## config.mk

```make
export PLATFORM = sky130hd
export DESIGN_NAME = block_level_attenuation_tracker
export DESIGN_NICKNAME = d
export VERILOG_FILES = /design/src/hw/rtl/blat_pkg.sv /design/src/hw/rtl/blat_queue.sv /design/src/hw/rtl/blat_front.sv /design/src/hw/rtl/blat_back.sv /design/src/hw/rtl/block_level_attenuation_tracker.sv
export SDC_FILE = /design/constraint.sdc
export NUM_CORES = 2
export LEC_CHECK = 0
export ABC_CLOCK_PERIOD_IN_PS = 12250
export CAP_MARGIN = 5
export CORE_MARGIN = 2
export CORE_UTILIZATION = 30
export CTS_CLUSTER_DIAMETER = 30
export DETAILED_ROUTE_END_ITERATION = 8
export DONT_BUFFER_PORTS = 1
export PLACE_DENSITY = 0.47
export SLEW_MARGIN = 20
export SYNTH_ARGS = -nofsm -noshare
export SYNTH_HDL_FRONTEND = slang
export SYNTH_SLANG_ARGS = --single-unit
```

## constraint.sdc

```tcl
create_clock -name aclk -period 12.25 [get_ports aclk]
set_clock_uncertainty 0.1 [all_clocks]
set_input_delay 0.6125 -clock aclk [delete_from_list [all_inputs] [get_ports aclk]]
set_output_delay 0.6125 -clock aclk [all_outputs]
set_load 0.02 [all_outputs]
```

## src/hw/rtl/blat_pkg.sv

```systemverilog
// ----------------------------------------------------------------------------
// blat_pkg
// Shared types and constants for the block level attenuation tracker.
// ----------------------------------------------------------------------------
package blat_pkg;

    localparam int SAMPLE_W   = 16;
    localparam int MAG_W      = 15;
    localparam int LEVEL_W    = 15;
    localparam int COEF_W     = 16;
    localparam int COUNT_W    = 16;
    localparam int DIVISOR_W  = COUNT_W + 1;
    localparam int DB_SUM_W   = 27;
    localparam int CSUM_W     = 24;
    localparam int RATE_W     = 8;
    localparam int LOG_W      = 20;
    localparam int VALUE_W    = 46;
    localparam int DCNT_W     = 5;

    localparam logic [COUNT_W-1:0]  MAX_SUMMED_SAMPLES = COUNT_W'(4095);
    localparam logic [RATE_W-1:0]   RATE_RESET         = RATE_W'(20);
    localparam logic [18:0]         DB_PER_LOG2_Q16    = 19'd394568;
    localparam logic [14:0]         COEF_A             = 15'd16777;
    localparam logic [26:0]         COEF_B             = 27'd66571993;
    localparam logic [VALUE_W-1:0]  COEF_C             = VALUE_W'(989560465);
    localparam logic [DCNT_W-1:0]   DIV_LAST_STEP      = DCNT_W'(DB_SUM_W - 1);

    localparam int QDEPTH = 4;
    localparam int QPTR_W = 2;

    typedef struct packed {
        logic [MAG_W-1:0]     mag;
        logic                 do_log;
        logic                 last;
        logic [DIVISOR_W-1:0] divisor;
    } q_entry_t;

    typedef struct packed {
        logic     valid;
        q_entry_t entry;
    } q_port_t;

    typedef enum logic [3:0] {
        ST_IDLE,
        ST_LNORM,
        ST_LSQ,
        ST_LMUL,
        ST_LACC,
        ST_DSTART,
        ST_MDIV,
        ST_MCLAMP,
        ST_C1,
        ST_C2,
        ST_C3,
        ST_C4,
        ST_UPD,
        ST_CDIV,
        ST_CSET,
        ST_OUT
    } back_state_t;

endpackage

```

## src/hw/rtl/blat_queue.sv

```systemverilog
// ----------------------------------------------------------------------------
// blat_queue
// Small register queue between the front classifier and the back datapath.
// ----------------------------------------------------------------------------
module blat_queue (
    input  logic               aclk,
    input  logic               aresetn,
    input  blat_pkg::q_port_t  push,
    output logic               full,
    output blat_pkg::q_port_t  head,
    input  logic               pop
);

    blat_pkg::q_entry_t           mem_reg [blat_pkg::QDEPTH];
    logic [blat_pkg::QPTR_W-1:0]  wr_ptr_reg, rd_ptr_reg;
    logic [blat_pkg::QPTR_W:0]    count_reg;
    logic                         do_push, do_pop;

    assign full       = (count_reg == (blat_pkg::QPTR_W+1)'(blat_pkg::QDEPTH));
    assign head.valid = (count_reg != '0);
    assign head.entry = mem_reg[rd_ptr_reg];
    assign do_push    = push.valid && !full;
    assign do_pop     = pop && head.valid;

    always_ff @(posedge aclk) begin
        if (do_push) begin
            mem_reg[wr_ptr_reg] <= push.entry;
        end
        if (!aresetn) begin
            wr_ptr_reg <= '0;
            rd_ptr_reg <= '0;
            count_reg  <= '0;
        end else begin
            if (do_push) wr_ptr_reg <= wr_ptr_reg + 1'b1;
            if (do_pop)  rd_ptr_reg <= rd_ptr_reg + 1'b1;
            if (do_push && !do_pop) begin
                count_reg <= count_reg + 1'b1;
            end else if (do_pop && !do_push) begin
                count_reg <= count_reg - 1'b1;
            end
        end
    end

endmodule

```

## src/hw/rtl/blat_front.sv

```systemverilog
// ----------------------------------------------------------------------------
// blat_front
// Accepts sample words, tracks the position in the block and classifies each
// sample for the back datapath.
// ----------------------------------------------------------------------------
module blat_front (
    input  logic                              aclk,
    input  logic                              aresetn,
    input  logic                              s_tvalid,
    output logic                              s_tready,
    input  logic [blat_pkg::SAMPLE_W-1:0]     s_tdata,
    input  logic                              s_tlast,
    input  logic                              q_full,
    output blat_pkg::q_port_t                 push
);

    logic [blat_pkg::COUNT_W-1:0] seen_reg, seen_next;
    logic                         accept;

    assign s_tready = !q_full;
    assign accept   = s_tvalid && s_tready;

    always_comb begin
        push.valid         = accept;
        push.entry.mag     = s_tdata[blat_pkg::MAG_W-1:0];
        // Only positive samples within the summed part of the block add a level.
        push.entry.do_log  = (seen_reg < blat_pkg::MAX_SUMMED_SAMPLES)
                             && !s_tdata[blat_pkg::SAMPLE_W-1]
                             && (s_tdata != '0);
        push.entry.last    = s_tlast;
        push.entry.divisor = {1'b0, seen_reg} + 1'b1;
        seen_next          = seen_reg;
        if (accept) begin
            if (s_tlast) begin
                seen_next = '0;
            end else if (seen_reg != '1) begin
                seen_next = seen_reg + 1'b1;
            end
        end
    end

    always_ff @(posedge aclk) begin
        if (!aresetn) begin
            seen_reg <= '0;
        end else begin
            seen_reg <= seen_next;
        end
    end

endmodule

```

## src/hw/rtl/blat_back.sv

```systemverilog
// ----------------------------------------------------------------------------
// blat_back
// Sequential datapath: log level, block mean, coefficient and averaging,
// with one shared restoring divider and an output register.
// ----------------------------------------------------------------------------
module blat_back (
    input  logic                          aclk,
    input  logic                          aresetn,
    input  logic                          cfg_we,
    input  logic [blat_pkg::RATE_W-1:0]   cfg_wdata,
    input  blat_pkg::q_port_t             head,
    output logic                          pop,
    output logic                          m_tvalid,
    input  logic                          m_tready,
    output logic [47:0]                   m_tdata
);

    blat_pkg::back_state_t state_reg, state_next;
    blat_pkg::q_entry_t    ent_reg, ent_next;

    logic [15:0]                        m_reg, m_next, frac_reg, frac_next;
    logic [3:0]                         e_reg, e_next, it_reg, it_next;
    logic [blat_pkg::LEVEL_W-1:0]       level_reg, level_next, mean_reg, mean_next;
    logic [blat_pkg::DB_SUM_W-1:0]      db_sum_reg, db_sum_next, quo_reg, quo_next;
    logic [blat_pkg::DIVISOR_W-1:0]     rem_reg, rem_next, den_reg, den_next;
    logic [blat_pkg::DCNT_W-1:0]        dcnt_reg, dcnt_next;
    logic [29:0]                        sq_reg, sq_next;
    logic [44:0]                        t_reg, t_next;
    logic [blat_pkg::VALUE_W-1:0]       v_reg, v_next;
    logic [blat_pkg::COEF_W-1:0]        coef_reg, coef_next, held_reg, held_next;
    logic [7:0]                         bc_reg, bc_next;
    logic [blat_pkg::CSUM_W-1:0]        csum_reg, csum_next;
    logic                               upd_reg, upd_next;
    logic [blat_pkg::RATE_W-1:0]        ab_reg, ab_next, rate;
    logic                               ov_reg, ov_next;
    logic [47:0]                        od_reg, od_next;

    logic [31:0]                        sq_prod;
    logic [16:0]                        m_sq;
    logic [39:0]                        lvl_prod;
    logic [blat_pkg::DB_SUM_W:0]        db_add;
    logic [blat_pkg::DIVISOR_W:0]       rs;
    logic                               div_done, do_update;
    logic [blat_pkg::VALUE_W-1:0]       v_round;
    logic [blat_pkg::CSUM_W:0]          csum_add;
    logic [3:0]                         e_norm;

    assign rate      = (ab_reg == '0) ? blat_pkg::RATE_W'(1) : ab_reg;
    assign div_done  = (dcnt_reg == blat_pkg::DIV_LAST_STEP);
    assign do_update = (bc_reg > rate) || (bc_reg == 8'hFF);
    assign m_tvalid  = ov_reg;
    assign m_tdata   = od_reg;

    // Next-state logic.
    always_comb begin
        state_next = state_reg;
        unique case (state_reg)
            blat_pkg::ST_IDLE: begin
                if (head.valid) begin
                    if (head.entry.do_log)    state_next = blat_pkg::ST_LNORM;
                    else if (head.entry.last) state_next = blat_pkg::ST_DSTART;
                end
            end
            blat_pkg::ST_LNORM:  state_next = blat_pkg::ST_LSQ;
            blat_pkg::ST_LSQ:    if (it_reg == 4'hF) state_next = blat_pkg::ST_LMUL;
            blat_pkg::ST_LMUL:   state_next = blat_pkg::ST_LACC;
            blat_pkg::ST_LACC:   state_next = ent_reg.last ? blat_pkg::ST_DSTART
                                                           : blat_pkg::ST_IDLE;
            blat_pkg::ST_DSTART: state_next = blat_pkg::ST_MDIV;
            blat_pkg::ST_MDIV:   if (div_done) state_next = blat_pkg::ST_MCLAMP;
            blat_pkg::ST_MCLAMP: state_next = blat_pkg::ST_C1;
            blat_pkg::ST_C1:     state_next = blat_pkg::ST_C2;
            blat_pkg::ST_C2:     state_next = blat_pkg::ST_C3;
            blat_pkg::ST_C3:     state_next = blat_pkg::ST_C4;
            blat_pkg::ST_C4:     state_next = blat_pkg::ST_UPD;
            blat_pkg::ST_UPD:    state_next = do_update ? blat_pkg::ST_CDIV
                                                        : blat_pkg::ST_OUT;
            blat_pkg::ST_CDIV:   if (div_done) state_next = blat_pkg::ST_CSET;
            blat_pkg::ST_CSET:   state_next = blat_pkg::ST_OUT;
            blat_pkg::ST_OUT:    if (!ov_reg || m_tready) state_next = blat_pkg::ST_IDLE;
            default:             state_next = blat_pkg::ST_IDLE;
        endcase
    end

    // Datapath and output logic.
    always_comb begin
        ent_next   = ent_reg;
        m_next     = m_reg;
        frac_next  = frac_reg;
        e_next     = e_reg;
        it_next    = it_reg;
        level_next = level_reg;
        mean_next  = mean_reg;
        db_sum_next = db_sum_reg;
        quo_next   = quo_reg;
        rem_next   = rem_reg;
        den_next   = den_reg;
        dcnt_next  = dcnt_reg;
        sq_next    = sq_reg;
        t_next     = t_reg;
        v_next     = v_reg;
        coef_next  = coef_reg;
        held_next  = held_reg;
        bc_next    = bc_reg;
        csum_next  = csum_reg;
        upd_next   = upd_reg;
        ab_next    = cfg_we ? cfg_wdata : ab_reg;
        ov_next    = ov_reg && !m_tready;
        od_next    = od_reg;
        pop        = 1'b0;

        e_norm = '0;
        for (int i = 0; i < blat_pkg::MAG_W; i++) begin
            if (ent_reg.mag[i]) e_norm = 4'(i);
        end
        sq_prod  = 32'(m_reg) * 32'(m_reg);
        m_sq     = sq_prod[31:15];
        lvl_prod = 40'({e_reg, frac_reg}) * 40'(blat_pkg::DB_PER_LOG2_Q16)
                   + 40'(1 << 23);
        db_add   = {1'b0, db_sum_reg} + (blat_pkg::DB_SUM_W+1)'(level_reg);
        rs       = {rem_reg, quo_reg[blat_pkg::DB_SUM_W-1]};
        v_round  = v_reg - blat_pkg::COEF_C + blat_pkg::VALUE_W'(1 << 27);
        csum_add = {1'b0, csum_reg} + (blat_pkg::CSUM_W+1)'(coef_reg);

        unique case (state_reg)
            blat_pkg::ST_IDLE: begin
                if (head.valid) begin
                    pop      = 1'b1;
                    ent_next = head.entry;
                end
            end
            blat_pkg::ST_LNORM: begin
                e_next    = e_norm;
                m_next    = 16'({1'b0, ent_reg.mag} << (4'd15 - e_norm));
                frac_next = '0;
                it_next   = '0;
            end
            blat_pkg::ST_LSQ: begin
                it_next = it_reg + 1'b1;
                if (m_sq[16]) begin
                    m_next    = m_sq[16:1];
                    frac_next = {frac_reg[14:0], 1'b1};
                end else begin
                    m_next    = m_sq[15:0];
                    frac_next = {frac_reg[14:0], 1'b0};
                end
            end
            blat_pkg::ST_LMUL: level_next = lvl_prod[38:24];
            blat_pkg::ST_LACC: begin
                db_sum_next = db_add[blat_pkg::DB_SUM_W] ? '1
                                                         : db_add[blat_pkg::DB_SUM_W-1:0];
            end
            blat_pkg::ST_DSTART: begin
                rem_next  = '0;
                quo_next  = db_sum_reg;
                den_next  = ent_reg.divisor;
                dcnt_next = '0;
            end
            blat_pkg::ST_MDIV, blat_pkg::ST_CDIV: begin
                dcnt_next = dcnt_reg + 1'b1;
                // One quotient bit per cycle; the remainder stays below the divisor.
                if (rs >= {1'b0, den_reg}) begin
                    rem_next = blat_pkg::DIVISOR_W'(rs - {1'b0, den_reg});
                    quo_next = {quo_reg[blat_pkg::DB_SUM_W-2:0], 1'b1};
                end else begin
                    rem_next = rs[blat_pkg::DIVISOR_W-1:0];
                    quo_next = {quo_reg[blat_pkg::DB_SUM_W-2:0], 1'b0};
                end
            end
            blat_pkg::ST_MCLAMP: begin
                mean_next   = (quo_reg > blat_pkg::DB_SUM_W'(32767)) ? '1
                                                                  : quo_reg[14:0];
                db_sum_next = '0;
            end
            blat_pkg::ST_C1: sq_next = 30'(mean_reg) * 30'(mean_reg);
            blat_pkg::ST_C2: t_next  = 45'(blat_pkg::COEF_A) * 45'(sq_reg);
            blat_pkg::ST_C3: begin
                v_next = {1'b0, t_reg}
                         + blat_pkg::VALUE_W'(42'(blat_pkg::COEF_B) * 42'(mean_reg));
            end
            blat_pkg::ST_C4: begin
                if (v_reg <= blat_pkg::COEF_C) begin
                    coef_next = '0;
                end else if (v_round[45:44] != '0) begin
                    coef_next = '1;
                end else begin
                    coef_next = v_round[43:28];
                end
            end
            blat_pkg::ST_UPD: begin
                if (do_update) begin
                    rem_next  = '0;
                    quo_next  = blat_pkg::DB_SUM_W'(csum_reg);
                    den_next  = blat_pkg::DIVISOR_W'(rate);
                    dcnt_next = '0;
                end else begin
                    bc_next   = bc_reg + 1'b1;
                    csum_next = csum_add[blat_pkg::CSUM_W] ? '1
                                                           : csum_add[blat_pkg::CSUM_W-1:0];
                    upd_next  = 1'b0;
                end
            end
            blat_pkg::ST_CSET: begin
                held_next = (quo_reg[blat_pkg::DB_SUM_W-1:16] != '0) ? '1 : quo_reg[15:0];
                bc_next   = 8'd1;
                csum_next = blat_pkg::CSUM_W'(coef_reg);
                upd_next  = 1'b1;
            end
            blat_pkg::ST_OUT: begin
                if (!ov_reg || m_tready) begin
                    ov_next = 1'b1;
                    od_next = {upd_reg, held_reg, coef_reg, mean_reg};
                end
            end
            default: ;
        endcase
    end

    always_ff @(posedge aclk) begin
        ent_reg   <= ent_next;
        m_reg     <= m_next;
        frac_reg  <= frac_next;
        e_reg     <= e_next;
        it_reg    <= it_next;
        level_reg <= level_next;
        mean_reg  <= mean_next;
        quo_reg   <= quo_next;
        rem_reg   <= rem_next;
        den_reg   <= den_next;
        dcnt_reg  <= dcnt_next;
        sq_reg    <= sq_next;
        t_reg     <= t_next;
        v_reg     <= v_next;
        coef_reg  <= coef_next;
        upd_reg   <= upd_next;
        od_reg    <= od_next;
        if (!aresetn) begin
            state_reg  <= blat_pkg::ST_IDLE;
            db_sum_reg <= '0;
            held_reg   <= '0;
            bc_reg     <= '0;
            csum_reg   <= '0;
            ab_reg     <= blat_pkg::RATE_RESET;
            ov_reg     <= 1'b0;
        end else begin
            state_reg  <= state_next;
            db_sum_reg <= db_sum_next;
            held_reg   <= held_next;
            bc_reg     <= bc_next;
            csum_reg   <= csum_next;
            ab_reg     <= ab_next;
            ov_reg     <= ov_next;
        end
    end

endmodule

```

## src/hw/rtl/block_level_attenuation_tracker.sv

```systemverilog
// ----------------------------------------------------------------------------
// block_level_attenuation_tracker
// Mean block level in dB, mapped coefficient and averaged coefficient.
// ----------------------------------------------------------------------------
// A positive summed sample passes the log steps in the back datapath (normalise,
// squaring steps, multiply, accumulate); other non-final samples are only popped.
// A block-end word passes the mean division, clamp, coefficient steps and, on an
// update, the averaging division before it reaches the output register.
// Throughput is set by the log squaring (16 log steps) and the one-bit-per-cycle
// shared divider; a 4-entry queue buffers input words. Reset (aresetn low,
// synchronous) clears the sums, block and queue counters and sets the averaging register to 20.
module block_level_attenuation_tracker (
    input  logic        aclk,
    input  logic        aresetn,
    input  logic        s_tvalid,
    output logic        s_tready,
    input  logic [15:0] s_tdata,   // [15:0] sample
    input  logic        s_tlast,   // block_end
    output logic        m_tvalid,
    input  logic        m_tready,
    output logic [47:0] m_tdata,   // [14:0] level_db, [30:15] block_coefficient,
                                   // [46:31] attenuation_coefficient,
                                   // [47] coefficient_updated
    input  logic        cfg_we,
    input  logic [7:0]  cfg_wdata  // averaging_blocks
);

    blat_pkg::q_port_t push, head;
    logic              q_full, pop;

    blat_front u_front (
        .aclk     (aclk),
        .aresetn  (aresetn),
        .s_tvalid (s_tvalid),
        .s_tready (s_tready),
        .s_tdata  (s_tdata),
        .s_tlast  (s_tlast),
        .q_full   (q_full),
        .push     (push)
    );

    blat_queue u_queue (
        .aclk    (aclk),
        .aresetn (aresetn),
        .push    (push),
        .full    (q_full),
        .head    (head),
        .pop     (pop)
    );

    blat_back u_back (
        .aclk      (aclk),
        .aresetn   (aresetn),
        .cfg_we    (cfg_we),
        .cfg_wdata (cfg_wdata),
        .head      (head),
        .pop       (pop),
        .m_tvalid  (m_tvalid),
        .m_tready  (m_tready),
        .m_tdata   (m_tdata)
    );

endmodule
```

==> results.md <==
* Hold Startpoint: aresetn
* # nets final at 6987
* CP delay by family, top: adder cells
* Worst stage delay on the critical path at 0.73 ns
* Hold endpoint: u_back.held_reg[13]
* Reg2reg end: u_back.sq_reg[28]
* Vias in the first global route at around 40000
* Endpoint type of the worst setup path: flop
* Root buf cell: clkbuf_16
* Initial antenna violation count at 8
* R2R cell count at 24
* Synth area leaders: edfxtp_1, fa_1, ha_1, inv_1, dfxtp_1
* DP HPWL at 115800 µm
* Required @ worst endpoint at between 10 and 15 ns
* Htree depth at 4
* Synth warn at 0
* Standard-cell rows at 160
* Synthesized area at around 58000 µm²
* Commonest cells post-synth: inv_1, ha_1, fa_1, edfxtp_1, nand2_1
* WP buf/inv at 5
* Setup Viol. Count Final at 0
* Die area at between 150000 and 200000 µm²
* Arrival @ worst endpoint at 8.42 ns
* R2r setup slk at roughly 4.2 ns
* Clock Sinks at about 600
* Area share of the leading cell type in the synthesized netlist at 25.44%
* DRT Pass-1 Iters at 5
* Total core area at 190600 µm²
* Max Slew Vio Count at 0
* Via-to-Cell Ratio at 4.615
* Critical path class: reg -> reg
* Clock-pin slew on the worst setup and hold paths at ~0.040 ns
* M1 GR Usage at 22.17%
* Multi-input logic area at approximately 36000 µm²
* GR Util met3 at 2.149%
* GRT overflow at 0
* CP cell instances: clkinv_1 -> nor2_1 -> fa_1 -> inv_1 -> fa_1 -> inv_1 -> fa_1 -> fa_1 -> inv_1 -> fa_1 -> inv_1 -> fa_1 -> ha_1 -> o21ai_0 -> o21ai_0 -> a41o_1 -> nor4_1 -> o31ai_1 -> a211oi_1 -> nor2_1 -> or4_1 -> a31oi_1 -> o21ai_0 -> xor2_1
* # IOs at 80
* Die Wd at 442.6 µm
* Routed WL per cell at about 18 µm
* Final min period at 8.063 ns
* Most common cell in the synthesized netlist: inv_1
* Die H at 442.6 µm
* Cells after Synth at 5430
* Origin of the critical flop-to-flop path: u_back.mean_reg[11]
* IO buf count at 0
* Main flop type after synthesis: edfxtp_1
* DRC at 0
* Synth Area per Inst at 10.63 µm²
* Slowest-stage cell, CP: edfxtp_1
* #FFs+latches synth at 602
* Post-synth EDFFs at 489
* Area delta synth->final at 16.54%
* Total of max-cap violations at 0
* WHS Path Cells at 3
* Status: completed
* Total routed wirelength at 147700 µm
* Pin count of the biggest net entering global routing at 60
* Total number of vias at 37859
* Total CTS buffers at 172
* Worst-Skew Late Latency at 0.80 ns
* Seq/Total Area, Yosys at 29.36%
* Routability cong. at about 0.87
* Total track usage at 15.36%
* Setup TNS at 0 ns
* Critical Path Fanout Max at 12
* Layout cell share with drive strength beyond 1 at 7.507%
* Peak Freq at about 120 MHz
* Filler Cells Inserted at 19122
* Starting DRT DRC Count at 2045
* First-pass GRT wire length at between 200000 and 250000 µm
* Cell variety after synth at 90
* Initial Utilization at 30.28%
* Fin crit share at 65.82%
* Startpoint types: flop
* Hold Vio Cnt, Final at 0
* Largest register FFs at 136
* GRT busiest layer: met2
* Storage cell area at 16950 µm²
* TritonCTS clock tree: done
* Unrepaired setup endpoints after global routing: no
* Remaining antenna violation count at 0
* Cell taking the most area after synthesis: edfxtp_1
* Levels on crit path at 24
* M2 GR Usage at 23.63%
* Worst slew pin tran at between 1 and 1.5 ns
* Async set or reset register ratio after synthesis at 0%
* Max-Slew Margin vs Limit at 29.39%
* Most common cell on crit path: fa_1
* CTS max path bufs at 3
* Hold Crit Class: in -> reg
* Crit path launch: u_back.mean_reg[11]
[tightest hold or removal path, stage by stage]
cell and delay, ns:
buf_12 0.14, o21ai_0 0.09, nor2_1 0.04
[through the flow]
stage          utilization [%]  hold slack (ns)  worst slack, ns  instance area, µm²  std cells
6_report                 35.29          0.06254            4.187               67260       8203
5_1_grt                  35.29          0.06158            3.826               67250       8200
4_1_cts                  35.29         0.004804            4.135               67250       8199
3_5_place_dp             31.85           0.3104            4.241               60710       7854
3_3_place_gp             31.85           0.3138            4.392               60710       7854
2_1_floorplan                -           0.3003            5.417               57730       5434
[layer usage]
layer,wire (µm),up-vias
met1,73160,18697
met3,5475,172
met5,11,-
li1,-,18385
met2,65160,603
met4,3895,2
[placed cells by master (no fill, tap or decap), types with 16 or more instances in the layout]
cell	synthesis	routed
nand4_1	27	27
edfxtp_1	489	489
nor2_1	250	247
inv_1	1143	1143
o21a_1	25	25
buf_4	0	33
o21bai_1	20	20
mux2i_1	55	55
clkinv_2	0	35
and3_1	51	45
xnor2_1	138	138
nand2_1	298	298
nor4_1	16	16
ha_1	775	775
dfxtp_1	113	112
mux4_2	35	35
a211oi_1	30	29
xor2_1	98	98
nand3_1	67	66
nor2b_1	24	24
and2_1	100	99
or3_1	29	29
clkinvlp_4	0	17
clkbuf_16	0	172
fa_1	638	638
a22oi_1	22	22
nor3_1	78	75
bufinv_16	0	30
o211ai_1	16	16
o21ai_0	174	174
dlygate4sd3_1	0	26
nand2b_1	26	26
a21o_1	82	82
nand3b_1	23	23
a21oi_1	232	232
clkbuf_1	110	16
[cells by family after synthesis]
| logic type | share of synthesized area (%) |
|---|---|
| AO/OA/AOI/OAI | 8.557 |
| adder cells (fa/ha/maj) | 38.93 |
| other | 0.01301 |
| buffers and inverters | 8.325 |
| XOR/XNOR | 3.638 |
| flip-flops | 29.36 |
| multiplexers | 2.437 |
| AND/OR/NAND/NOR | 8.739 |
[worst max-delay path by stage]
stage                              to  slack (ns)
floorplan           u_back.sq_reg[28]        5.42
global placement    u_back.sq_reg[28]        4.39
detailed placement  u_back.sq_reg[28]        4.24
CTS                 u_back.sq_reg[28]        4.14
global route        u_back.sq_reg[28]        3.83
finish              u_back.sq_reg[28]        4.19
[layout make-up]
type	count	area share, %
well taps	2511	4.671
clock buffers	198	6.693
flip-flops and latches	602	25.20
multi-input cells	3559	53.61
inverters	1149	6.412
repair buffers	60	0.7850
clock inverters	120	2.621
diodes	4	0.01488
[what timing repair did]
| item | in CTS | in global routing |
|---|---|---|
| hold buffers | 27 | 0 |
| hold endpoints to repair | 121 | 0 |
| buffers inserted | 0 | 0 |
| resized for setup | 0 | 0 |
| setup endpoints to repair | 0 | 0 |
Power is not shown: default switching activity piles up to over one toggle a cycle in this logic, so the estimate is an artifact.
